==> config.mk <==
export PLATFORM = sky130hd
export DESIGN_NAME = swst_dp
export DESIGN_NICKNAME = d
export VERILOG_FILES = /design/src/rtl/swst_pkg.sv /design/src/rtl/swst_ram.sv /design/src/rtl/swst_div.sv /design/src/rtl/swst_dp.sv
export SDC_FILE = /design/constraint.sdc
export NUM_CORES = 2
export LEC_CHECK = 0
export BUFFER_PORTS_ARGS = -buffer_cell sky130_fd_sc_hd__clkbuf_2
export CAP_MARGIN = 10
export CORE_MARGIN = 2
export CORE_UTILIZATION = 59
export CTS_BUF_LIST = sky130_fd_sc_hd__clkbuf_8
export DETAILED_ROUTE_END_ITERATION = 7
export HOLD_SLACK_MARGIN = 0.05
export PLACE_DENSITY_LB_ADDON = 0.15
export SYNTH_ARGS = -nofsm -noshare
export SYNTH_HDL_FRONTEND = slang
export SYNTH_SLANG_ARGS = --single-unit
==> constraint.sdc <==
create_clock -name clk -period 7.56 [get_ports clk]
set_input_delay 0.756 -clock clk [delete_from_list [all_inputs] [get_ports clk]]
set_output_delay 0.756 -clock clk [all_outputs]
set_load 0.02 [all_outputs]
==> src/rtl/swst_pkg.sv <==
// Shared types, constants and codes for the speed window statistics block.
package swst_pkg;

    localparam int MAX_WINDOW = 64;
    localparam int RING_AW    = $clog2(MAX_WINDOW);
    localparam int FILL_W     = $clog2(MAX_WINDOW + 1);
    localparam int POS_W      = FILL_W + 1;

    localparam int CFG_W   = 7;
    localparam int SPEED_W = 16;
    localparam int KMH_W   = 18;
    localparam int MIN_W   = 22;
    localparam int MEAN_W  = 26;
    localparam int FRAC_W  = 8;
    localparam int CMP_W   = (CFG_W > FILL_W) ? CFG_W : FILL_W;

    localparam int DIV_NUM_W = MEAN_W + RING_AW;
    localparam int DIV_DEN_W = FILL_W;
    localparam int DIV_CNT_W = $clog2(DIV_NUM_W + 1);

    // speed * 36 / 10 via reciprocal of ten, exact for products below 2^22
    localparam int SCL_W       = SPEED_W + 6;
    localparam int RECIP_W     = 20;
    localparam int RECIP_SHIFT = 23;
    localparam int CONV_W      = SCL_W + RECIP_W;
    localparam logic [RECIP_W-1:0] RECIP_10 = 20'd838861;

    localparam logic [CFG_W-1:0]  WIN_RESET = 7'd60;
    localparam logic [MIN_W-1:0]  MIN_RESET = 22'd2559744;
    localparam logic [MEAN_W-1:0] MEAN_MAX  = {MEAN_W{1'b1}};

    localparam logic ACT_SAMPLE = 1'b0;
    localparam logic ACT_CLEAR  = 1'b1;

    typedef enum logic [1:0] {
        NUM_PROD,
        NUM_CUR,
        NUM_OLD
    } num_sel_t;

    typedef struct packed {
        logic               action;
        logic               has_speed;
        logic [SPEED_W-1:0] ground_speed;
    } in_item_t;

    typedef struct packed {
        logic [KMH_W-1:0] current_kmh;
        logic [KMH_W-1:0] average_kmh;
        logic [KMH_W-1:0] max_kmh;
        logic [MIN_W-1:0] min_kmh;
    } out_item_t;

    typedef struct packed {
        logic     load_in;
        logic     clear;
        logic     conv;
        logic     prod;
        logic     rd;
        logic     div_start;
        num_sel_t num_sel;
        logic     take_q1;
        logic     commit;
        logic     load_out;
    } dp_cmd_t;

    typedef struct packed {
        logic action;
        logic has_speed;
        logic warm;
        logic div_done;
    } dp_stat_t;

endpackage

==> src/rtl/swst_ram.sv <==
// Generic single-write, single-read RAM with registered read data.
module swst_ram #(
    parameter int WIDTH = 18,
    parameter int DEPTH = 64
) (
    input  logic                     clk,
    input  logic                     we,
    input  logic [$clog2(DEPTH)-1:0] waddr,
    input  logic [WIDTH-1:0]         wdata,
    input  logic                     re,
    input  logic [$clog2(DEPTH)-1:0] raddr,
    output logic [WIDTH-1:0]         rdata
);

    logic [WIDTH-1:0] mem [DEPTH];
    logic [WIDTH-1:0] rdata_reg;

    always_ff @(posedge clk)
    begin
        if (we)
        begin
            mem[waddr] <= wdata;
        end
        if (re)
        begin
            rdata_reg <= mem[raddr];
        end
    end

    assign rdata = rdata_reg;

endmodule

==> src/rtl/swst_div.sv <==
// Bit-serial restoring divider, one quotient bit per cycle.
module swst_div
    import swst_pkg::*;
(
    input  logic                 clk,
    input  logic                 rst_n,
    input  logic                 start,
    input  logic [DIV_NUM_W-1:0] num,
    input  logic [DIV_DEN_W-1:0] den,
    output logic                 done,
    output logic [DIV_NUM_W-1:0] quot
);

    logic [DIV_NUM_W-1:0] num_reg, num_next;
    logic [DIV_DEN_W-1:0] den_reg;
    logic [DIV_DEN_W-1:0] rem_reg, rem_next;
    logic [DIV_CNT_W-1:0] cnt_reg;
    logic                 busy_reg;
    logic                 done_reg;
    logic [DIV_DEN_W:0]   trial;
    logic                 qbit;

    always_comb
    begin
        trial = {rem_reg, num_reg[DIV_NUM_W-1]};
        qbit  = (trial >= {1'b0, den_reg});
        if (qbit)
        begin
            rem_next = DIV_DEN_W'(trial - {1'b0, den_reg});
        end
        else
        begin
            rem_next = trial[DIV_DEN_W-1:0];
        end
        num_next = {num_reg[DIV_NUM_W-2:0], qbit};
    end

    always_ff @(posedge clk or negedge rst_n)
    begin
        if (!rst_n)
        begin
            busy_reg <= 1'b0;
            done_reg <= 1'b0;
            cnt_reg  <= '0;
        end
        else if (start)
        begin
            busy_reg <= 1'b1;
            done_reg <= 1'b0;
            cnt_reg  <= DIV_CNT_W'(DIV_NUM_W);
        end
        else if (busy_reg)
        begin
            cnt_reg <= cnt_reg - 1'b1;
            if (cnt_reg == DIV_CNT_W'(1))
            begin
                busy_reg <= 1'b0;
                done_reg <= 1'b1;
            end
        end
        else
        begin
            done_reg <= 1'b0;
        end
    end

    always_ff @(posedge clk)
    begin
        if (start)
        begin
            num_reg <= num;
            den_reg <= den;
            rem_reg <= '0;
        end
        else if (busy_reg)
        begin
            num_reg <= num_next;
            rem_reg <= rem_next;
        end
    end

    assign done = done_reg;
    assign quot = num_reg;

endmodule

==> src/rtl/swst_dp.sv <==
// Datapath: statistics registers, sample ring, conversion and mean update.
module swst_dp
    import swst_pkg::*;
(
    input  logic             clk,
    input  logic             rst_n,
    input  logic             cfg_we,
    input  logic [CFG_W-1:0] cfg_data,
    input  in_item_t         in_data,
    input  dp_cmd_t          cmd,
    output dp_stat_t         stat,
    output out_item_t        out_data
);

    logic [CFG_W-1:0]     win_reg;
    in_item_t             item_reg;
    logic [FILL_W-1:0]    fill_reg;
    logic [RING_AW-1:0]   head_reg;
    logic [MEAN_W-1:0]    mean_reg, mean_next;
    logic [KMH_W-1:0]     latest_reg;
    logic [KMH_W-1:0]     peak_reg;
    logic [MIN_W-1:0]     floor_reg;
    logic [KMH_W-1:0]     cur_reg, cur_next;
    logic [DIV_NUM_W-1:0] prod_reg;
    logic [MEAN_W-1:0]    q1_reg;
    out_item_t            out_reg;

    logic [CMP_W-1:0]     win_ext;
    logic [FILL_W-1:0]    eff_n;
    logic                 warm;
    logic [SCL_W-1:0]     scaled;
    logic [CONV_W-1:0]    conv_prod;
    logic [POS_W-1:0]     pos_sum;
    logic [RING_AW-1:0]   wr_addr;
    logic [RING_AW-1:0]   head_inc;
    logic [KMH_W-1:0]     ram_rd;
    logic [DIV_NUM_W-1:0] div_num;
    logic [DIV_DEN_W-1:0] div_den;
    logic                 div_done;
    logic [DIV_NUM_W-1:0] div_quot;
    logic [MEAN_W-1:0]    q2;
    logic [MEAN_W-1:0]    mean_base;
    logic [MEAN_W:0]      mean_sum;

    // effective window: zero acts as one, clamp to ring depth
    always_comb
    begin
        win_ext = CMP_W'(win_reg);
        if (win_ext == '0)
        begin
            eff_n = FILL_W'(1);
        end
        else if (win_ext > CMP_W'(MAX_WINDOW))
        begin
            eff_n = FILL_W'(MAX_WINDOW);
        end
        else
        begin
            eff_n = FILL_W'(win_ext);
        end
        warm = (fill_reg < eff_n);
    end

    always_comb
    begin
        scaled    = (SCL_W'(item_reg.ground_speed) << 5) + (SCL_W'(item_reg.ground_speed) << 2);
        conv_prod = CONV_W'(scaled) * CONV_W'(RECIP_10);
        cur_next  = conv_prod[RECIP_SHIFT +: KMH_W];
    end

    always_comb
    begin
        pos_sum = POS_W'(head_reg) + POS_W'(fill_reg);
        if (pos_sum >= POS_W'(MAX_WINDOW))
        begin
            pos_sum = pos_sum - POS_W'(MAX_WINDOW);
        end
        wr_addr = pos_sum[RING_AW-1:0];
        if (head_reg == RING_AW'(MAX_WINDOW - 1))
        begin
            head_inc = '0;
        end
        else
        begin
            head_inc = head_reg + 1'b1;
        end
    end

    always_comb
    begin
        case (cmd.num_sel)
            NUM_PROD: div_num = prod_reg;
            NUM_OLD:  div_num = DIV_NUM_W'({ram_rd, FRAC_W'(0)});
            default:  div_num = DIV_NUM_W'({cur_reg, FRAC_W'(0)});
        endcase
        div_den = warm ? (fill_reg + 1'b1) : eff_n;
    end

    always_comb
    begin
        q2 = div_quot[MEAN_W-1:0];
        if (warm)
        begin
            mean_base = q1_reg;
        end
        else if (mean_reg > q1_reg)
        begin
            mean_base = mean_reg - q1_reg;
        end
        else
        begin
            mean_base = '0;
        end
        mean_sum  = {1'b0, mean_base} + {1'b0, q2};
        mean_next = mean_sum[MEAN_W] ? MEAN_MAX : mean_sum[MEAN_W-1:0];
    end

    swst_ram #(
        .WIDTH (KMH_W),
        .DEPTH (MAX_WINDOW)
    ) u_ring (
        .clk   (clk),
        .we    (cmd.commit),
        .waddr (wr_addr),
        .wdata (cur_reg),
        .re    (cmd.rd),
        .raddr (head_reg),
        .rdata (ram_rd)
    );

    swst_div u_div (
        .clk   (clk),
        .rst_n (rst_n),
        .start (cmd.div_start),
        .num   (div_num),
        .den   (div_den),
        .done  (div_done),
        .quot  (div_quot)
    );

    always_ff @(posedge clk or negedge rst_n)
    begin
        if (!rst_n)
        begin
            win_reg    <= WIN_RESET;
            fill_reg   <= '0;
            head_reg   <= '0;
            mean_reg   <= '0;
            latest_reg <= '0;
            peak_reg   <= '0;
            floor_reg  <= MIN_RESET;
        end
        else
        begin
            if (cfg_we)
            begin
                win_reg <= cfg_data;
            end
            if (cmd.clear)
            begin
                fill_reg  <= '0;
                head_reg  <= '0;
                mean_reg  <= '0;
                peak_reg  <= '0;
                floor_reg <= MIN_RESET;
            end
            else if (cmd.commit)
            begin
                mean_reg   <= mean_next;
                latest_reg <= cur_reg;
                if (warm)
                begin
                    fill_reg <= fill_reg + 1'b1;
                end
                else
                begin
                    head_reg <= head_inc;
                end
                if (cur_reg > peak_reg)
                begin
                    peak_reg <= cur_reg;
                end
                if (MIN_W'(cur_reg) < floor_reg)
                begin
                    floor_reg <= MIN_W'(cur_reg);
                end
            end
        end
    end

    always_ff @(posedge clk)
    begin
        if (cmd.load_in)
        begin
            item_reg <= in_data;
        end
        if (cmd.conv)
        begin
            cur_reg <= cur_next;
        end
        if (cmd.prod)
        begin
            prod_reg <= DIV_NUM_W'(mean_reg) * DIV_NUM_W'(fill_reg[RING_AW-1:0]);
        end
        if (cmd.take_q1)
        begin
            q1_reg <= div_quot[MEAN_W-1:0];
        end
        if (cmd.load_out)
        begin
            out_reg.current_kmh <= latest_reg;
            out_reg.average_kmh <= mean_reg[MEAN_W-1:FRAC_W];
            out_reg.max_kmh     <= peak_reg;
            out_reg.min_kmh     <= floor_reg;
        end
    end

    assign stat.action    = item_reg.action;
    assign stat.has_speed = item_reg.has_speed;
    assign stat.warm      = warm;
    assign stat.div_done  = div_done;
    assign out_data       = out_reg;

endmodule

### Word level (Yosys, flattened, before mapping)

Memories as Yosys holds them, arrays and structs flattened. A register that Yosys moved wholly into a read port is not among the register bits.
Cells that the tools add are included.

| word-level totals | value |
|---|---|
| memories kept | 1 |
| bits in read-only memories | 0 |
| word-level logic and storage cells | 96 |
| RAM bits | 1152 |
| flip-flop bits (word level) | 328 |
| latch bits | 0 |
| input bits | 39 |
| output and inout port bits | 80 |

| cells by class | value |
|---|---|
| divide/modulo/power cells | 0 |
| bitwise gates (word level) | 1 |
| equal/unequal tests | 5 |
| shift-type cells | 0 |
| muxes and demuxes | 36 |
| add/subtract/negate cells | 9 |
| reduce and logical (&&, ||, !) cells | 12 |
| $lt $le $gt $ge | 7 |
| multipliers | 2 |

Memories:

| memory | words | bits a word | read ports | clocked after Yosys merged registers in | wr ports | RTL line | text |
|---|---|---|---|---|---|---|---|
| u_ring.mem | 64 | 18 | 1 | 1 | 1 | swst_ram.sv:15 | `logic [WIDTH-1:0] mem [DEPTH];` |

Operators by type and width:

| cell | count |
|---|---|
| $mux W26 | 5 |
| $mux W22 | 3 |
| $mux W32 | 2 |
| $pmux W32 S2 | 1 |
| $mux W18 | 3 |
| $mux W7 | 7 |
| $mux W6 | 7 |
| $mul A22 B20 Y41 const B | 1 |
| $mul A26 B6 Y32 | 1 |
| $add A26 B26 Y27 | 1 |
| $gt A26 B26 Y1 | 1 |
| $sub A26 B26 Y26 | 1 |
| $add A21 B18 Y22 | 1 |
| $lt A18 B22 Y1 | 1 |
| $gt A18 B18 Y1 | 1 |
| $sub A6 B1 Y6 const B | 2 |
| $reduce_and A2 Y1 | 5 |
| $reduce_bool A2 Y1 | 5 |
| $add A6 B7 Y8 | 1 |
| $ge A8 B7 Y1 | 1 |
| $ge A8 B7 Y1 const B | 1 |
| $mux W1 | 8 |
| $add A7 B1 Y7 const B | 1 |
| $gt A7 B7 Y1 const B | 1 |
| other kinds (11) | 11 |

### Longest topological paths before layout

| depth | value |
|---|---|
| depth after elaboration | 9 |
| gate-level depth with buffers | 31 |
| gate-level depth less buffers | 31 |

### Modules after synthesis

A second synthesis with hierarchy kept.

| second synthesis, totals | value |
|---|---|
| cell total of the unflattened synthesis | 4719 |
| area, all modules | 73525.5 um^2 |

By module, submodules not included:

| module | instances | area each (um^2) | seq. area each (um^2) | cells each |
|---|---|---|---|---|
| swst_ram | 1 | 44801.7 | 35133.7 | 1957 |
| swst_dp | 1 | 25966.2 | 7556.0 | 2549 |
| swst_div | 1 | 2757.6 | 1511.4 | 213 |

### Worst setup path after synthesis

Ideal clock, no wire load.

| timing path | value |
|---|---|
| path kind | flip-flop to flip-flop |
| start point | reg item_reg[0] (netlist name) |
| end point | reg cur_reg[17], data pin |
| cell stages (with the launch flop) | 31 |
| slack | -500 ps |
| setup time | 260 ps |
| period minus slack after synthesis | 8060 ps |
| required time | 7300 ps |
| path buffers | 0 |
| arrival | 7800 ps |
| path through | edfxtp_1 -> ha_1 -> fa_1 -> a21o_1 -> a21oi_1 -> o21bai_1 -> a211o_1 -> nand2_1 -> o2111ai_1 -> a31oi_1 -> nand2b_1 -> xnor2_1 -> ha_1 -> fa_1 -> ha_1 -> inv_1 -> fa_1 -> inv_1 -> fa_1 -> fa_1 -> fa_1 -> ha_1 -> nand3_1 -> a211oi_1 -> a2111o_1 -> o21ai_0 -> or4b_2 -> nand3_1 -> a31o_2 -> a21oi_1 -> xnor2_1 |

| between the ends | value |
|---|---|
| cells in the longest elaborated chain, start to end | 2 |

Ends and longest elaborated chain:

| item | RTL line | text |
|---|---|---|
| from (decl) | swst_dp.sv:16 | `in_item_t item_reg;` |
| from (signal assigned) | swst_dp.sv:195 | `item_reg <= in_data;` |
| $add A21 B18 Y22 | swst_dp.sv:66 | `scaled = (SCL_W'(item_reg.ground_speed) << 5) + (SCL_W'(item_reg.ground_speed) << 2);` |
| $mul A22 B20 Y41 | swst_dp.sv:67 | `conv_prod = CONV_W'(scaled) * CONV_W'(RECIP_10);` |
| net conv_prod[40] | swst_dp.sv:32 | `logic [CONV_W-1:0] conv_prod;` |
| to (signal assigned) | swst_dp.sv:199 | `cur_reg <= cur_next;` |
| to (decl) | swst_dp.sv:23 | `logic [KMH_W-1:0] cur_reg, cur_next;` |

The timed path passes the listed nets, and every way through them passes these cells.
A chain may end at the register's enable or synchronous reset.

### Worst setup path in the final report

| timing path | value |
|---|---|
| start point | reg item_reg[3] (netlist name) |
| end point | reg cur_reg[17], data pin |

The elaborated chain is that of the path after synthesis.

==> impl_results.md <==
* Initial Utilization at 0.5938
* Status: finished, violations left
* DR vias/cell at 6.036
* TritonCTS clock tree: done
* PortBufs at 116
* Max-Cap Viols at 0
* Area post-placement at 77110 µm²
* Max-slew violation count at 0
* Post-synthesis cell type count at 82
* Crit-path most repeated cell: fa_1
* Syn avg cell area at 14.79 µm²
* Cts bufs inserted at 231
* Unrepaired setup endpoints after global routing: yes
* Post-Synth XOR/XNOR Area at 0.01625
* Reg clk slew, reported paths at 0.06 ns
* Final setup fails at 3
* CP Capture Point: cur_reg[17]
* Post-route DRC at 0
* Highest Clock Rate at 0.1318 GHz
* Slew at the pin closest to its max-slew limit at 1.136 ns
* CP Launch Type: flip-flop
* Root Driver: clkbuf_8
* Synth Area in Compound Gates at 0.07210
* Clock Sinks at 1492
* Layout area overhead at 12.38%
* Layout Nets at 6011
* Die W at 356.5 µm
* Antenna Nets Post-Route at 0
* Routed len/inst at 25.39 µm
* Max-slew headroom at 0.2395
* Synth top area share at 0.5636
* Critical path class: flip-flop to flip-flop
* Hold Vio Cnt, Final at 0
* Cell family with most CP delay: adder cells
* Total Wirelength at 183200 µm
* R2R depth at 30
* Worst EP arrival at 8.23 ns
* Via count at 43.56k
* Worst r2r dst: cur_reg[17]
* Grt total ovfl at 0
* Biggest register: u_ring.mem
* Hold Path Stages at 2
* Gpl congestion at 0.9266
* Synth area leader: edfxtp_1
* Mapped cell area at 73320 µm²
* Post-Synth Simple-Gate Area at 0.04396
* Ys flop type: edfxtp_1
* Detailed placement HPWL at 119000 µm
* Core Area at 123500 µm²
* Worst R2R Start: item_reg[3]
* Required @ worst endpoint at 8.20 ns
* Crit path buffers/inverters at 3
* Finished Cell Area at 82400 µm²
* Post-Syn Instances at 4957
* Reg2Reg Setup Slack at -0.03 ns
* CP max FO at 3
* Hold Path Class: input pin to flip-flop
* Vias in the first global route at 43.81k
* Synth async-reset ratio at 0.07306
* Footprint of the multi-input gates at 27360 µm²
* Maximum clock insertion buffer count at 3
* Setup crit end kind: flip-flop
* CP max stage delay at 0.56 ns
* Post-Synth Adder-Cell Area at 0.1262
* GRT Util Overall at 0.2918
* Worst-skew pair later-pin latency at 0.94 ns
* Critical path origin: item_reg[3]
* Post-layout worst setup margin at -0.02828 ns
* Setup Skew at 0.05197 ns
* DR pass1 iterations at 6
* Slowest stage cell, crit path: or4b_4
* Total die area at 127100 µm²
* Register bit total from synthesis at 1492
* Final Cycle Share at 1.004
* Post-synthesis mux area share at 0.1041
* Floorplan row count at 129
* EDFF count, synth at 1376
* YS warnings at 0
* Fraction of layout cells with a size suffix above 1 at 0.2001
* I/O pins at 119
* WP depth at 30
* Failing checks: negative setup slack
* Hold_ws at 0.1775 ns
* Register area share after synthesis at 0.6029
* Main combinational cell family by area after synthesis: adder cells
* Setup TNS at -0.06258 ns
* Die height at 356.5 µm
* Filler cell count at 8668
* H-Tree Depth at 4
* Ranking of synthesized cells by area: edfxtp_1 (56%), fa_1 (6.6%), ha_1 (6.0%), mux4_2 (5.0%), mux2i_1 (3.7%)
* Final core occ at 0.6673
* First-pass GRT wire length at 273800 µm
* Register area at 44210 µm²
* Max FFs per register at 1152
* Drt initial violations at 4830
* Min Tclk post-route at 7.588 ns
* Largest net degree at the start of global routing at 123
* Initial antenna violation count at 12
==> final cells by class <==
type                       instances  share of cell area
inverter                         452             0.02059
antenna                            2          0.00006074
timing repair buffer             383             0.03295
multi-input combinational       2817              0.3320
clock buffer                     238             0.03975
sequential                      1492              0.5366
clock inverter                   195             0.01320
tap                             1637             0.02486
==> per-layer routing <==
metal	part of all wire	GRT usage	wire, µm
met5	0.00014	0	26
met4	0.031	0.1003	5597
met3	0.087	0.05918	15870
met2	0.47	0.4598	86030
met1	0.41	0.4096	75700
==> worst reg2reg max path: cells and delay by family, from the launching register on <==
kind                     cells  cell delay [ns]
XOR/XNOR                     2             0.28
AND/OR/NAND/NOR              5             0.97
adder cells (fa/ha/maj)     10             3.84
buffers and inverters        3             0.22
AO/OA/AOI/OAI               10             1.59
flip-flops                   1             0.44
==> layout by cell type (no fill, tap or decap), types with 20 or more instances in the layout <==
cell type | Yosys | layout
edfxtp_1 | 1376 | 1376
inv_1 | 451 | 518
ha_1 | 354 | 330
nand2_1 | 319 | 314
mux2i_1 | 271 | 271
a21oi_1 | 260 | 248
fa_1 | 241 | 238
clkbuf_8 | 0 | 238
buf_4 | 9 | 238
nor2_1 | 218 | 173
mux4_2 | 162 | 162
o21ai_0 | 158 | 152
mux2_2 | 113 | 113
clkbuf_2 | 0 | 113
dfrtp_1 | 98 | 94
xnor2_1 | 86 | 79
o22ai_1 | 76 | 76
o221ai_1 | 76 | 75
clkinv_1 | 1 | 69
a21o_1 | 57 | 57
xor2_1 | 50 | 49
nor2_2 | 0 | 45
nand3_1 | 40 | 37
clkinv_2 | 0 | 32
nand4_1 | 26 | 26
dlygate4sd3_1 | 0 | 26
and2_1 | 25 | 25
a22o_1 | 23 | 23
a211oi_2 | 21 | 22
ha_4 | 0 | 20
==> metrics by stage <==
step           worst slack, ns  cells
4_1_cts               -0.01661   7204
6_report              -0.02828   7216
3_5_place_dp           -0.2354   6728
2_1_floorplan        -0.005619   4958
5_1_grt                -0.2746   7216
3_3_place_gp           -0.1316   6728
==> cell families after synthesis <==
| logic type | Yosys count |
|---|---|
| mux | 546 |
| flops | 1492 |
| fa+ha+maj | 595 |
| simple gates | 731 |
| buf+inv | 649 |
| compound gates | 807 |
| other cells | 1 |
| xor+xnor | 136 |
==> how the worst min path moves through the flow <==
stage | startpoint | endpoint | slack (ns)
final | cfg_we | win_ext[6] | 0.18
after global routing | cfg_we | win_ext[6] | 0.15
after floorplan | latest_reg[1] | out_data[59] | 0.42
after detailed placement | latest_reg[2] | out_data[60] | 0.43
after global placement | latest_reg[16] | out_data[74] | 0.43
after CTS | cfg_we | win_ext[6] | 0.10
==> synthesized netlist by cell type (all sizes together) (17+ instances only) <==
library cell	instances
a211oi	41
a21o	58
a21oi	265
a22o	23
and2	25
buf	78
clkbuf	119
dfrtp	98
edfxtp	1376
fa	241
ha	354
inv	451
mux2	113
mux2i	271
mux4	162
nand2	319
nand2b	20
nand3	41
nand4	26
nor2	218
nor2b	17
nor3	18
o21ai	162
o221ai	76
o22ai	76
xnor2	86
xor2	50
==> repair_timing <==
action                                 CTS  global route
setup buffers                           17            10
endpoints found under the hold margin   86             0
pin swaps                               49            37
hold buffers                            26             0
setup endpoints to repair               10            14
resized for setup                       40            35
Power is left out: the tool's default activity adds up to more than one toggle a clock period on the data nets, which glitch-free logic cannot reach.
