===== config.mk =====
export PLATFORM = sky130hd
export DESIGN_NAME = swst_ctrl
export DESIGN_NICKNAME = d
export VERILOG_FILES = /design/src/rtl/swst_pkg.sv /design/src/rtl/swst_ctrl.sv
export SDC_FILE = /design/constraint.sdc
export NUM_CORES = 1
export LEC_CHECK = 0
export ABC_AREA = 1
export BUFFER_PORTS_ARGS = -buffer_cell sky130_fd_sc_hd__buf_2
export CORE_AREA = 2 2 39 41
export CTS_CLUSTER_SIZE = 14
export DETAILED_ROUTE_END_ITERATION = 10
export DIE_AREA = 0 0 41 43
export PLACE_DENSITY = 0.65
export SLEW_MARGIN = 5
export SYNTH_ARGS = -nofsm -noshare
export SYNTH_HDL_FRONTEND = slang
export SYNTH_SLANG_ARGS = --single-unit
export TNS_END_PERCENT = 5

===== constraint.sdc =====
create_clock -name clk -period 1 [get_ports clk]
set_input_delay 0.1 -clock clk [delete_from_list [all_inputs] [get_ports clk]]
set_output_delay 0.1 -clock clk [all_outputs]
set_load 0.005 [all_outputs]

===== src/rtl/swst_pkg.sv =====
// Shared types, constants and codes for the speed window statistics block.
package swst_pkg;

    localparam int MAX_WINDOW = 64;
    localparam int RING_AW    = $clog2(MAX_WINDOW);
    localparam int FILL_W     = $clog2(MAX_WINDOW + 1);
    localparam int POS_W      = FILL_W + 1;

    localparam int CFG_W   = 7;
    localparam int SPEED_W = 16;
    localparam int KMH_W   = 18;
    localparam int MIN_W   = 22;
    localparam int MEAN_W  = 26;
    localparam int FRAC_W  = 8;
    localparam int CMP_W   = (CFG_W > FILL_W) ? CFG_W : FILL_W;

    localparam int DIV_NUM_W = MEAN_W + RING_AW;
    localparam int DIV_DEN_W = FILL_W;
    localparam int DIV_CNT_W = $clog2(DIV_NUM_W + 1);

    // speed * 36 / 10 via reciprocal of ten, exact for products below 2^22
    localparam int SCL_W       = SPEED_W + 6;
    localparam int RECIP_W     = 20;
    localparam int RECIP_SHIFT = 23;
    localparam int CONV_W      = SCL_W + RECIP_W;
    localparam logic [RECIP_W-1:0] RECIP_10 = 20'd838861;

    localparam logic [CFG_W-1:0]  WIN_RESET = 7'd60;
    localparam logic [MIN_W-1:0]  MIN_RESET = 22'd2559744;
    localparam logic [MEAN_W-1:0] MEAN_MAX  = {MEAN_W{1'b1}};

    localparam logic ACT_SAMPLE = 1'b0;
    localparam logic ACT_CLEAR  = 1'b1;

    typedef enum logic [1:0] {
        NUM_PROD,
        NUM_CUR,
        NUM_OLD
    } num_sel_t;

    typedef struct packed {
        logic               action;
        logic               has_speed;
        logic [SPEED_W-1:0] ground_speed;
    } in_item_t;

    typedef struct packed {
        logic [KMH_W-1:0] current_kmh;
        logic [KMH_W-1:0] average_kmh;
        logic [KMH_W-1:0] max_kmh;
        logic [MIN_W-1:0] min_kmh;
    } out_item_t;

    typedef struct packed {
        logic     load_in;
        logic     clear;
        logic     conv;
        logic     prod;
        logic     rd;
        logic     div_start;
        num_sel_t num_sel;
        logic     take_q1;
        logic     commit;
        logic     load_out;
    } dp_cmd_t;

    typedef struct packed {
        logic action;
        logic has_speed;
        logic warm;
        logic div_done;
    } dp_stat_t;

endpackage


===== src/rtl/swst_ctrl.sv =====
// Controller: steps one beat through clear, or conversion, divisions and update.
module swst_ctrl
    import swst_pkg::*;
(
    input  logic     clk,
    input  logic     rst_n,
    input  logic     in_valid,
    output logic     in_stall,
    output logic     out_valid,
    input  logic     out_stall,
    input  dp_stat_t stat,
    output dp_cmd_t  cmd
);

    typedef enum logic [3:0] {
        S_IDLE,
        S_DECIDE,
        S_PROD,
        S_READ,
        S_DIV_A,
        S_WAIT_A,
        S_DIV_B,
        S_WAIT_B,
        S_FIN
    } state_t;

    state_t state_reg, state_next;
    logic   out_valid_reg, out_valid_next;

    always_comb
    begin
        cmd            = '0;
        cmd.num_sel    = NUM_CUR;
        state_next     = state_reg;
        out_valid_next = out_valid_reg;
        if (out_valid_reg && !out_stall)
        begin
            out_valid_next = 1'b0;
        end
        unique case (state_reg)
            S_IDLE:
            begin
                if (in_valid)
                begin
                    cmd.load_in = 1'b1;
                    state_next  = S_DECIDE;
                end
            end
            S_DECIDE:
            begin
                if (stat.action == ACT_CLEAR)
                begin
                    cmd.clear  = 1'b1;
                    state_next = S_FIN;
                end
                else if (!stat.has_speed)
                begin
                    state_next = S_FIN;
                end
                else
                begin
                    cmd.conv   = 1'b1;
                    state_next = stat.warm ? S_PROD : S_READ;
                end
            end
            S_PROD:
            begin
                cmd.prod   = 1'b1;
                state_next = S_DIV_A;
            end
            S_READ:
            begin
                cmd.rd     = 1'b1;
                state_next = S_DIV_A;
            end
            S_DIV_A:
            begin
                cmd.div_start = 1'b1;
                cmd.num_sel   = stat.warm ? NUM_PROD : NUM_OLD;
                state_next    = S_WAIT_A;
            end
            S_WAIT_A:
            begin
                if (stat.div_done)
                begin
                    cmd.take_q1 = 1'b1;
                    state_next  = S_DIV_B;
                end
            end
            S_DIV_B:
            begin
                cmd.div_start = 1'b1;
                state_next    = S_WAIT_B;
            end
            S_WAIT_B:
            begin
                if (stat.div_done)
                begin
                    cmd.commit = 1'b1;
                    state_next = S_FIN;
                end
            end
            S_FIN:
            begin
                if (!out_valid_reg || !out_stall)
                begin
                    cmd.load_out   = 1'b1;
                    out_valid_next = 1'b1;
                    state_next     = S_IDLE;
                end
            end
            default:
            begin
                state_next = S_IDLE;
            end
        endcase
    end

    always_ff @(posedge clk or negedge rst_n)
    begin
        if (!rst_n)
        begin
            state_reg     <= S_IDLE;
            out_valid_reg <= 1'b0;
        end
        else
        begin
            state_reg     <= state_next;
            out_valid_reg <= out_valid_next;
        end
    end

    assign in_stall  = (state_reg != S_IDLE);
    assign out_valid = out_valid_reg;

endmodule


Word-level counts from Yosys, hierarchy flattened
Cells that the tools add are included.

cells by class
  add/sub/neg operators = 0
  $mul = 0
  divide/modulo/power cells = 0
  magnitude comparators = 0
  equality and inequality tests = 12
  shift-type cells = 0
  mux-type cells = 27
  bitwise operators = 0
  reduce and logical (&&, ||, !) cells = 9

operator list
  cell                                                              count
  4-bit one-hot mux with 8 select lines                             1
  4-bit 2-to-1 mux                                                  6
  1-bit 2-to-1 mux                                                  17
  4-bit by 3-bit == test with 1-bit output (second input constant)  4
  4-bit by 2-bit == test with 1-bit output (second input constant)  2
  2-bit != test (second input constant)                             4
  2-bit 2-to-1 mux                                                  3
  4-bit by 1-bit == test with 1-bit output (second input constant)  1
  4-bit == test (second input constant)                             1
  4-bit logical NOT                                                 1
  4-bit AND reduction                                               1
  4-bit nonzero test                                                1
  2-bit OR reduction                                                2
  1-bit logical NOT                                                 2
  1-bit logical AND                                                 1
  1-bit logical OR                                                  1

storage, ports and cells
  bits in registers = 5
  bits in latches = 0
  bits in writable memories = 0
  memory bits (read-only) = 0
  output and inout bits = 13
  word-level logic and storage cells = 50
  memories kept = 0

Depth between registers and ports, before layout
Gate-level depths: netlist of the first run.

  word-level depth = 5
  gate-level depth with buffers = 7
  gate-level depth less buffers = 7

Worst setup path after synthesis of the first run
Ideal clock, no wire load.

  kind = flip-flop to flip-flop
  start point = reg state_reg[1]
  end point = reg state_reg[1]
  library setup time = 0.117 ns
  arrival = 0.971 ns
  path slack = -0.088 ns
  stages on the path, launching flop included = 7
  buffers on the path = 0
  period minus slack after synthesis = 1.088 ns
  path through = dfrtp_1 -> nor2_2 -> nand3_1 -> nand2_2 -> nor2_2 -> nand2_1 -> nand2_1

on the way
  word-level cells in the longest chain between the ends = 3
  elaborated cells between the ends (all ways) = 16

RTL lines
  what                                                                                 RTL line          source
  from (decl)                                                                          swst_ctrl.sv:27   state_t state_reg, state_next;
  from (signal assigned)                                                               swst_ctrl.sv:128  state_reg <= state_next;
  4-bit by 2-bit == test with 1-bit output, or another cell as far along               swst_ctrl.sv:40   unique case (state_reg)
  2-bit OR reduction (no source line) / 2-bit != test (equally long branches)          --
  4-bit one-hot mux with 8 select lines / 4-bit AND reduction (equally long branches)  --

Parallel ways exist; a longest one is shown, timed or not.
A chain may end at the register's enable or synchronous reset.

==> results by group, run 1 <==
Detailed routing
  – Wire per inst: 10.4 um
  – Vias after detailed routing: 530
  – Vias/cell: 4.77
  – DR pass1 iterations: 4
  – DRC viols: 0
  – DRT iter0 DRCs: 8
  – Detail Route Antenna Nets: 0
  – Final WL: 1160 um

Clock network
  – H-Tree Depth: 1
  – Clock buffer depth: 2
  – Sink Count: 5
  – Root Driver: clkbuf_4
  – Worst-Skew Late Latency: 230 ps
  – CTS tree: done
  – Worst-path clk slew: 40 ps
  – Num CTS Buffers: 3

GRT
  – Global route overflow: 0
  – Initial antenna violation count: 0
  – First-pass GRT wire length: 1710 um
  – Pin count of the biggest net entering global routing: 7
  – Number of global-route vias before repair: 460
  – GRT Total Usage: 13.6%

STA
  – Worst Max-Slew Pin Slew: 216 ps
  – FMAX: 778 MHz
  – Final hold violations: 0
  – RSZ-0062 raised after global routing: true
  – Clk_skew: 1.37 ps
  – Final Max Tran Viols: 0
  – Min Tclk post-route: 1280 ps
  – TNS Setup: -3440 ps
  – Final worst slack: -285 ps
  – Crit share post-route: 128%
  – Setup Viol. Count Final: 16
  – Relative slew slack: 85.6%

Layout
  – Cell area after layout: 672 um2
  – Area of the multi-input gates: 284 um2
  – Number of flip-flops under the largest register name: 4
  – Final #Nets: 104
  – Number of fill cells: 155
  – Layout cells sized above 1: 55.8%
  – Ant diodes: 0
  – Synth-to-layout area growth: 68.9%
  – Area occupied by registers: 130 um2

Place
  – Pre-CTS WS: -149 ps
  – IO Port Bufs: 20
  – Placed Instance Area: 576 um2
  – Routability Congestion: 0.790
  – Detailed placer's ending HPWL: 871 um

Synth
  – Synth top area share: 31.4%
  – Register bit total from synthesis: 5
  – Synth Area per Inst: 6.42 um2
  – Mapped cell area: 398 um2
  – Largest cells by area after synthesis: dfrtp_1 (31%), nand2_1 (17%), nor2_1 (8.5%)
  – Yosys Warn Count: 0
  – Synth area leader: dfrtp_1
  – Syn Inst Count: 62
  – Syn Nets: 70
  – Distinct cells, synth: 15
  – Register area share after synthesis: 31.4%

Run status
  – Status: complete, but fails checks
  – Violated checks: negative setup slack

Floorplan
  – Rows: 14
  – Starting Density: 28.8%
  – Die H: 43 um
  – DIE WIDTH: 41 um
  – Ports: 21
  – Die area: 1760 um2
  – Core box area: 1380 um2

Power and ir drop
  – Pleak: 0.387 nW
  – PwrDens: 2500 nW/um2
  – Power after layout: 1.68 mW
  – Largest vdd supply drop: 0.845 mV

Worst setup path
  – Endpoint class of the critical path: output port
  – WP data required: 900 ps
  – Cell Chain, Critical Path: nor2_4 > nand4_1 > inv_1 > buf_2
  – WS Path Type: reg -> out
  – Crit path DAT: 1180 ps
  – Crit path max fanout: 6
  – Slowest-stage cell, CP: dfrtp_2
  – Crit path largest cell delay: 420 ps
  – Setup crit start kind: flip-flop

Worst hold path
  – Hold Crit Class: in -> reg

Flow run
  – Max_cap viols: 0
## critical path: cells and delay by family, from the launching register on
kind	cells	cell delay, ps
AND/OR/NAND/NOR	2	350
flip-flops	1	420
buffers and inverters	2	170
## metrics by stage
stage,hold slack [ps],util (%),std cells
5_1_grt,104,48.6,111
6_report,88.1,48.6,111
3_3_place_gp,-81.2,41.6,103
2_1_floorplan,-196,-,62
3_5_place_dp,-83.8,41.6,103
4_1_cts,87.9,46.9,111
## area by class of cell
type | instances | share of cell area, %
clock buffer | 4 | 3.91
inverter | 10 | 5.59
multi-input combinational | 47 | 42.3
sequential | 5 | 19.4
tap | 16 | 2.98
timing repair buffer | 29 | 25.9
## per-layer routing
| metal | routed length, um | up-vias | GRT usage, % |
|---|---|---|---|
| li1 | - | 261 | - |
| met1 | 437 | 255 | 16.3 |
| met2 | 678 | 14 | 23.1 |
| met3 | 40 | 0 | 3.66 |
| met4 | 0 | 0 | 2.67 |
| met5 | 0 | - | 0 |
## cell usage in the layout (no fill, tap or decap)
master         Yosys  routed
inv_2              2       3
nor2_2             5       2
buf_6              0       1
buf_4              0       7
nor4_2             0       1
dfrtp_2            0       4
dlygate4sd3_1      0       1
nand2_1           18      17
nand2_2            2       3
nand3_4            0       1
nor2_4             1       5
nand3b_1           2       2
nand3_2            1       2
nor2_1             9       8
clkbuf_4           0       3
clkbuf_1           0       1
inv_1              8       7
dfrtp_1            5       1
nand3_1            4       2
o21ai_2            1       1
nand4_1            2       2
buf_2              0      20
a31oi_1            1       1
## kinds of logic after synthesis
logic type             share of synthesized area, %
AOI/OAI and AO/OA                              3.77
and+or+nand+nor                                55.3
buffers and inverters                          9.43
DFF                                            31.4
## cell usage after synthesis
| library cell | number |
|---|---|
| nand3_1 | 4 |
| o21ai_2 | 1 |
| nor2_4 | 1 |
| nand2_2 | 2 |
| nor2_2 | 5 |
| a31oi_1 | 1 |
| nor4_1 | 1 |
| nand3_2 | 1 |
| nand3b_1 | 2 |
| nor2_1 | 9 |
| inv_1 | 8 |
| nand2_1 | 18 |
| dfrtp_1 | 5 |
| inv_2 | 2 |
| nand4_1 | 2 |
## power by group
group          total [mW]  internal (mW)  switching [mW]
Combinational        1.04          0.448           0.596
Sequential          0.411          0.289           0.122
Clock               0.224          0.150          0.0741
Total                1.68          0.887           0.792
## what timing repair did
item,4_1_cts,5_1_grt
buffers inserted,3,0
hold buffers,1,0
resized for setup,6,4
cloned,0,0
hold endpoints to repair,5,0
setup endpoints to repair,16,17
pin swaps,6,0
## path summary, 6_finish.rpt
| check | start | end | slack, ps | depth (start not counted) |
|---|---|---|---|---|
| max | state_reg[2]$_DFFE_PN0P_ | cmd[8] | -280 | 4 |
| min | out_stall | out_valid$_DFF_PN0_ | 90 | 3 |
| max reg2reg | state_reg[2]$_DFFE_PN0P_ | state_reg[1]$_DFFE_PN0P_ | -160 | 8 |
| min reg2reg | out_valid$_DFF_PN0_ | out_valid$_DFF_PN0_ | 490 | 2 |
| max in group asynchronous | rst_n | state_reg[1]$_DFFE_PN0P_ | 660 | 2 |
| min in group asynchronous | rst_n | state_reg[0]$_DFFE_PN0P_ | 210 | 2 |
Note: power is estimated with default switching activity, not from simulation.
==> inputs of run 2 (changes only) <==
--- a/config.mk
+++ b/config.mk
@@ -6,13 +6,13 @@
 export NUM_CORES = 1
 export LEC_CHECK = 0
 export ABC_AREA = 1
-export BUFFER_PORTS_ARGS = -buffer_cell sky130_fd_sc_hd__buf_2
 export CORE_AREA = 2 2 39 41
+export CTS_BUF_LIST = sky130_fd_sc_hd__clkbuf_16
 export CTS_CLUSTER_SIZE = 14
 export DETAILED_ROUTE_END_ITERATION = 10
 export DIE_AREA = 0 0 41 43
-export PLACE_DENSITY = 0.65
-export SLEW_MARGIN = 5
+export DONT_BUFFER_PORTS = 1
+export PLACE_DENSITY = 0.51
 export SYNTH_ARGS = -nofsm -noshare
 export SYNTH_HDL_FRONTEND = slang
 export SYNTH_SLANG_ARGS = --single-unit
==> run 2 against run 1 <==
The run still ends with negative setup slack left; worst hold slack lost 56 ps; non-clock buffer count shrank 19; critical path depth shrank 1.
==> results by group, run 2 (synthesis gave the netlist of run 1 again) <==
Floorplan
  – Starting Density: 28.8% (unchanged)
  – Rows: 14 (unchanged)
  – Die H: 43 um (unchanged)
  – Ports: 21 (unchanged)
  – DIE WIDTH: 41 um (unchanged)
  – Die area: 1760 um2 (unchanged)
  – Core box area: 1380 um2 (unchanged)

Clock network
  – Sink Count: 5 (unchanged)
  – Root Driver: clkbuf_16 (was clkbuf_4)
  – Worst-Skew Late Latency: 220 ps (was 230 ps)
  – H-Tree Depth: 1 (unchanged)
  – CTS tree: done (unchanged)
  – Worst-path clk slew: 30 ps (was 40 ps)
  – Num CTS Buffers: 3 (unchanged)
  – Clock buffer depth: 2 (unchanged)

GRT
  – First-pass GRT wire length: 1700 um (was 1710 um)
  – Pin count of the biggest net entering global routing: 7 (unchanged)
  – Number of global-route vias before repair: 436 (was 460)
  – Initial antenna violation count: 0 (unchanged)
  – GRT Total Usage: 14.3% (was 13.6%)
  – Global route overflow: 0 (unchanged)

Power and ir drop
  – PwrDens: 3240 nW/um2 (was 2500 nW/um2)
  – Largest vdd supply drop: 1.57 mV (was 0.845 mV)
  – Pleak: 0.326 nW (was 0.387 nW)

Layout
  – Most frequent cells in the layout: nand2_1 (16), inv_1 (9), nor2_2 (9), buf_4 (8) (was buf_2 (20), nand2_1 (17), nor2_1 (8), inv_1 (7), buf_4 (7))
  – Layout cells sized above 1: 50.0% (was 55.8%)
  – Final #Nets: 85 (was 104)
  – Synth-to-layout area growth: 58.8% (was 68.9%)
  – Final core utilization: 45.7% (was 48.6%)
  – Number of fill cells: 146 (was 155)
  – Cell area after layout: 632 um2 (was 672 um2)
  – Number of flip-flops under the largest register name: 4 (unchanged)
  – Ant diodes: 0 (unchanged)
  – Commonest non-fill, non-tap cell in the layout: nand2_1 (was buf_2)

Worst setup path
  – Crit path max fanout: 6 (unchanged)
  – Cell Chain, Critical Path: nor2_4 > nand4_1 > inv_1 (was nor2_4 > nand4_1 > inv_1 > buf_2)
  – Slowest-stage cell, CP: dfrtp_2 (unchanged)
  – Endpoint class of the critical path: output port (unchanged)
  – Setup crit start kind: flip-flop (unchanged)
  – Reg2Reg Depth: 6 (was 8)
  – Crit path largest cell delay: 430 ps (was 420 ps)
  – RR Startpoint: state_reg[3]$_DFFE_PN0P_ (was state_reg[2]$_DFFE_PN0P_)
  – WP data required: 900 ps (about the same)
  – WS Path Type: reg -> out (unchanged)
  – Crit path DAT: 1100 ps (was 1180 ps)
  – Reg2reg end: state_reg[1]$_DFFE_PN0P_ (unchanged)
  – Flop-to-flop setup slack: -150 ps (was -160 ps)

Detailed routing
  – Wire per inst: 11.3 um (was 10.4 um)
  – Vias/cell: 4.73 (was 4.77)
  – DRC viols: 0 (unchanged)
  – Detail Route Antenna Nets: 0 (unchanged)
  – Vias after detailed routing: 435 (was 530)
  – DRT iter0 DRCs: 10 (was 8)
  – DR pass1 iterations: 4 (unchanged)
  – Final WL: 1040 um (was 1160 um)

STA
  – Setup Viol. Count Final: 16 (unchanged)
  – TNS Setup: -2330 ps (was -3440 ps)
  – Crit share post-route: 120% (was 128%)
  – Min Tclk post-route: 1200 ps (was 1280 ps)
  – Final worst slack: -199 ps (was -285 ps)
  – FMAX: 834 MHz (was 778 MHz)
  – Final Max Tran Viols: 0 (unchanged)
  – Final hold violations: 0 (unchanged)
  – Relative slew slack: 81.7% (was 85.6%)
  – Clk_skew: 0.418 ps (was 1.37 ps)
  – Worst Max-Slew Pin Slew: 273 ps (was 216 ps)
  – RSZ-0062 raised after global routing: true (unchanged)

Run status
  – Status: complete, but fails checks (unchanged)
  – Violated checks: negative setup slack (unchanged)

Place
  – Detailed placer's ending HPWL: 813 um (was 871 um)
  – IO Port Bufs: 0 (was 20)
  – Routability Congestion: 0.791 (was 0.790)
  – Placed Instance Area: 483 um2 (was 576 um2)

Worst hold path
  – Hold Path End: out_valid$_DFF_PN0_ (unchanged)
  – Hold Crit Class: in -> reg (unchanged)
  – Hold Path Depth: 2 (was 3)
  – Worst min-delay path startpoint: out_stall (unchanged)

Flow run
  – Max_cap viols: 0 (unchanged)
## run 2: through the flow
stage	total power, mW	std cells	hold WS, ps	setup slack (ps)
6_report	2.05	92	32.1	-199
4_1_cts	2.04	92	29.3	-207
5_1_grt	2.19	92	63.2	-260
3_5_place_dp	1.24	84	-195	-147
3_3_place_gp	1.24	84	-195	-152
2_1_floorplan	0.962	62	-196	-25.9
## run 2: critical path, delay by kind of cell, from the launching register on
kind / cells / cell delay [ps]
flops: 1 / 430
simple gates: 2 / 340
buf+inv: 1 / 100
## run 2: worst max-delay path by stage
stage / to / start / cells after the start / slack (ps)
after detailed placement: state_reg[1]$_DFFE_PN0P_ / state_reg[1]$_DFFE_PN0P_ / 6 / -150
final: cmd[8] / state_reg[3]$_DFFE_PN0P_ / 3 / -200
after floorplan: state_reg[1]$_DFFE_PN0P_ / state_reg[2]$_DFFE_PN0P_ / 7 / -30
after global placement: state_reg[1]$_DFFE_PN0P_ / state_reg[1]$_DFFE_PN0P_ / 6 / -150
after global routing: cmd[0] / state_reg[1]$_DFFE_PN0P_ / 3 / -260
after CTS: cmd[3] / state_reg[1]$_DFFE_PN0P_ / 3 / -210
## run 2: cell type report
cell class                 instances  area (um2)  area share (%)
multi-input combinational         47         284            45.0
sequential                         5         130            20.6
timing repair buffer              10        81.3            12.9
clock buffer                       3        75.1            11.9
inverter                          10        37.5            5.94
tap                               16        20.0            3.17
clock inverter                     1        3.75           0.594
## run 2: where the power goes
group          total [mW]  switching [mW]  internal (mW)  leakage, nW
registers           0.411           0.121          0.290       0.0602
logic                1.01           0.581          0.424        0.223
clock network       0.630           0.114          0.516       0.0423
## run 2: timing repair
item	4_1_cts	5_1_grt
setup endpoints to repair	16	16
resized for setup	11	1
hold endpoints to repair	5	0
cloned	0	0
buffers inserted	3	0
pin swaps	5	3
hold buffers	1	0
## run 2: per-layer routing
layer / GRT usage [%] / wire, um
met5: 0 / 0
met4: 4.00 / 0
met3: 5.76 / 85
met2: 22.2 / 522
met1: 17.5 / 429
==> inputs of run 3 (changes only) <==
--- a/config.mk
+++ b/config.mk
@@ -5,14 +5,14 @@
 export SDC_FILE = /design/constraint.sdc
 export NUM_CORES = 1
 export LEC_CHECK = 0
-export ABC_AREA = 1
 export CORE_AREA = 2 2 39 41
 export CTS_BUF_LIST = sky130_fd_sc_hd__clkbuf_16
 export CTS_CLUSTER_SIZE = 14
 export DETAILED_ROUTE_END_ITERATION = 10
 export DIE_AREA = 0 0 41 43
 export DONT_BUFFER_PORTS = 1
-export PLACE_DENSITY = 0.51
+export PLACE_DENSITY = 0.47
+export SKIP_CTS_REPAIR_TIMING = 1
 export SYNTH_ARGS = -nofsm -noshare
 export SYNTH_HDL_FRONTEND = slang
 export SYNTH_SLANG_ARGS = --single-unit
==> run 3 against run 2 <==
The flow finishes with violations (negative hold slack, negative setup slack); critical endpoint unchanged; critical path depth is the same; sequential share of layout area is 1.5 points higher; first-iteration DRC count shrank 60%; routed wire length is 6.2% higher.
==> results by group, run 3 <==
Floorplan
  – Rows: 14 (unchanged)
  – Starting Density: 25.8% (was 28.8%)
  – Die H: 43 um (unchanged)
  – Die area: 1760 um2 (unchanged)
  – Core box area: 1380 um2 (unchanged)
  – Ports: 21 (unchanged)
  – DIE WIDTH: 41 um (unchanged)

Synth
  – Mapped cell area: 357 um2 (was 398 um2)
  – Post-synth EDFFs: 0 (unchanged)
  – Most frequent cell after synthesis: nand2_1 (unchanged)
  – Largest cells by area after synthesis: dfrtp_1 (35%), nand2_1 (9.5%), nor2_1 (7.4%) (was dfrtp_1 (31%), nand2_1 (17%), nor2_1 (8.5%))
  – Syn Inst Count: 48 (was 62)
  – Synth top area share: 35.1% (was 31.4%)
  – Register bit total from synthesis: 5 (unchanged)
  – Syn Nets: 56 (was 70)
  – Synth area leader: dfrtp_1 (unchanged)
  – Ys flop type: dfrtp_1 (unchanged)
  – Distinct cells, synth: 25 (was 15)
  – Register area share after synthesis: 35.1% (was 31.4%)
  – Most frequent cells after synthesis: nand2_1 (9), nor2_1 (7), dfrtp_1 (5) (was nand2_1 (18), nor2_1 (9), inv_1 (8))
  – Yosys Warn Count: 0 (unchanged)
  – Synth Area per Inst: 7.43 um2 (was 6.42 um2)
  – Ys async rst share: 100% (unchanged)

Detailed routing
  – Final WL: 1100 um (was 1040 um)
  – DR pass1 iterations: 4 (unchanged)
  – Vias/cell: 5.12 (was 4.73)
  – Detail Route Antenna Nets: 0 (unchanged)
  – DRT iter0 DRCs: 4 (was 10)
  – Vias after detailed routing: 384 (was 435)
  – Wire per inst: 14.7 um (was 11.3 um)
  – DRC viols: 0 (unchanged)

Place
  – IO Port Bufs: 0 (unchanged)
  – Detailed placer's ending HPWL: 761 um (was 813 um)
  – Pre-CTS WS: -161 ps (was -147 ps)
  – Placed Cells: 69 (was 84)
  – Placed Instance Area: 420 um2 (was 483 um2)
  – Routability Congestion: 0.784 (was 0.791)

STA
  – Crit share post-route: 125% (was 120%)
  – Clk_skew: 2.53 ps (was 0.418 ps)
  – Min Hold Slack: -2.48 ps (was 32.1 ps)
  – TNS Setup: -3040 ps (was -2330 ps)
  – FMAX: 803 MHz (was 834 MHz)
  – Relative slew slack: 82.7% (was 81.7%)
  – Final hold violations: 1 (was 0)
  – RSZ-0062 raised after global routing: true (unchanged)
  – Min Tclk post-route: 1250 ps (was 1200 ps)
  – Setup Viol. Count Final: 16 (unchanged)
  – Final Max Tran Viols: 0 (unchanged)
  – Worst Max-Slew Pin Slew: 259 ps (was 273 ps)
  – Final worst slack: -245 ps (was -199 ps)

Worst setup path
  – Crit path DAT: 1150 ps (was 1100 ps)
  – Crit path max fanout: 7 (was 6)
  – Endpoint class of the critical path: output port (unchanged)
  – Setup crit start kind: flip-flop (unchanged)
  – WP data required: 900 ps (about the same)
  – WS Path Type: reg -> out (unchanged)

Layout
  – Final #Nets: 68 (was 85)
  – Ant diodes: 0 (unchanged)
  – Cell area after layout: 589 um2 (was 632 um2)
  – Layout cells sized above 1: 50.8% (was 50.0%)
  – Number of flip-flops under the largest register name: 4 (unchanged)
  – Final Non-Filler Cells: 75 (was 92)
  – Synth-to-layout area growth: 65.3% (was 58.8%)
  – Commonest non-fill, non-tap cell in the layout: nand2_1 (unchanged)
  – Most frequent cells in the layout: nand2_1 (7), buf_4 (5), nor2_2 (4), dfrtp_2 (4) (was nand2_1 (16), inv_1 (9), nor2_2 (9), buf_4 (8))
  – Final core utilization: 42.6% (was 45.7%)

Clock network
  – Sink Count: 5 (unchanged)
  – Worst-Skew Late Latency: 230 ps (was 220 ps)
  – Num CTS Buffers: 3 (unchanged)
  – Root Driver: clkbuf_16 (unchanged)
  – Clock buffer depth: 2 (unchanged)
  – CTS tree: done (unchanged)
  – H-Tree Depth: 1 (unchanged)
  – Worst-path clk slew: 30 ps (about the same)

Run status
  – Status: complete, but fails checks (unchanged)
  – Violated checks: negative hold slack, negative setup slack (was negative setup slack)

GRT
  – First-pass GRT wire length: 1660 um (was 1700 um)
  – Initial antenna violation count: 0 (unchanged)
  – Pin count of the biggest net entering global routing: 10 (was 7)
  – Number of global-route vias before repair: 366 (was 436)
  – Global route overflow: 0 (unchanged)
  – GRT Total Usage: 15.0% (was 14.3%)

Worst hold path
  – Hold Crit Class: in -> reg (unchanged)

Power and ir drop
  – Largest vdd supply drop: 1.33 mV (was 1.57 mV)
  – PwrDens: 3660 nW/um2 (was 3240 nW/um2)
  – Power after layout: 2.16 mW (was 2.05 mW)
  – Pleak: 0.250 nW (was 0.326 nW)

Flow run
  – Max_cap viols: 0 (unchanged)
## run 3: cell type report
class / instances / area, um2
Clock buffer: 3 / 75.1
Clock inverter: 1 / 3.75
Fill cell: 149 / 795
Inverter: 2 / 7.51
Multi-Input combinational cell: 38 / 262
Sequential cell: 5 / 130
Tap cell: 16 / 20.0
Timing Repair Buffer: 10 / 91.3
## run 3: worst max-delay path: stages, from the launching register on
cell and delay [ps]:
dfrtp_2 460, nand2b_4 170, buf_6 120, nor4_4 160
## run 3: kinds of logic after synthesis
family	share of synthesized area, %
buffers and inverters	8.77
and+or+nand+nor	38.9
AOI/OAI and AO/OA	17.2
DFF	35.1
## run 3: per-layer routing
metal / GRT usage, % / up-vias / wire length [um]
met3: 4.71 / 4 / 39
li1: - / 188 / -
met1: 19.8 / 179 / 455
met5: 0 / - / 0
met4: 14.0 / 0 / 34
met2: 18.1 / 13 / 571
## run 3: final timing paths
check | startpoint | end | slack, ps | cells past startpoint
setup reg to reg | state_reg[1]$_DFFE_PN0P_ | state_reg[1]$_DFFE_PN0P_ | -160 | 3
setup / recovery | state_reg[1]$_DFFE_PN0P_ | cmd[8] | -250 | 3
hold reg to reg | out_valid$_DFF_PN0_ | out_valid$_DFF_PN0_ | 560 | 2
min in group asynchronous | rst_n | state_reg[1]$_DFFE_PN0P_ | 170 | 1
hold / removal | out_stall | out_valid$_DFF_PN0_ | -2 | 2
max in group asynchronous | rst_n | state_reg[0]$_DFFE_PN0P_ | 600 | 1
## run 3: report_power, final
group          switching, mW  internal, mW
sequential             0.223         0.304
clock                  0.142         0.519
combinational          0.449         0.523
total                  0.813          1.35
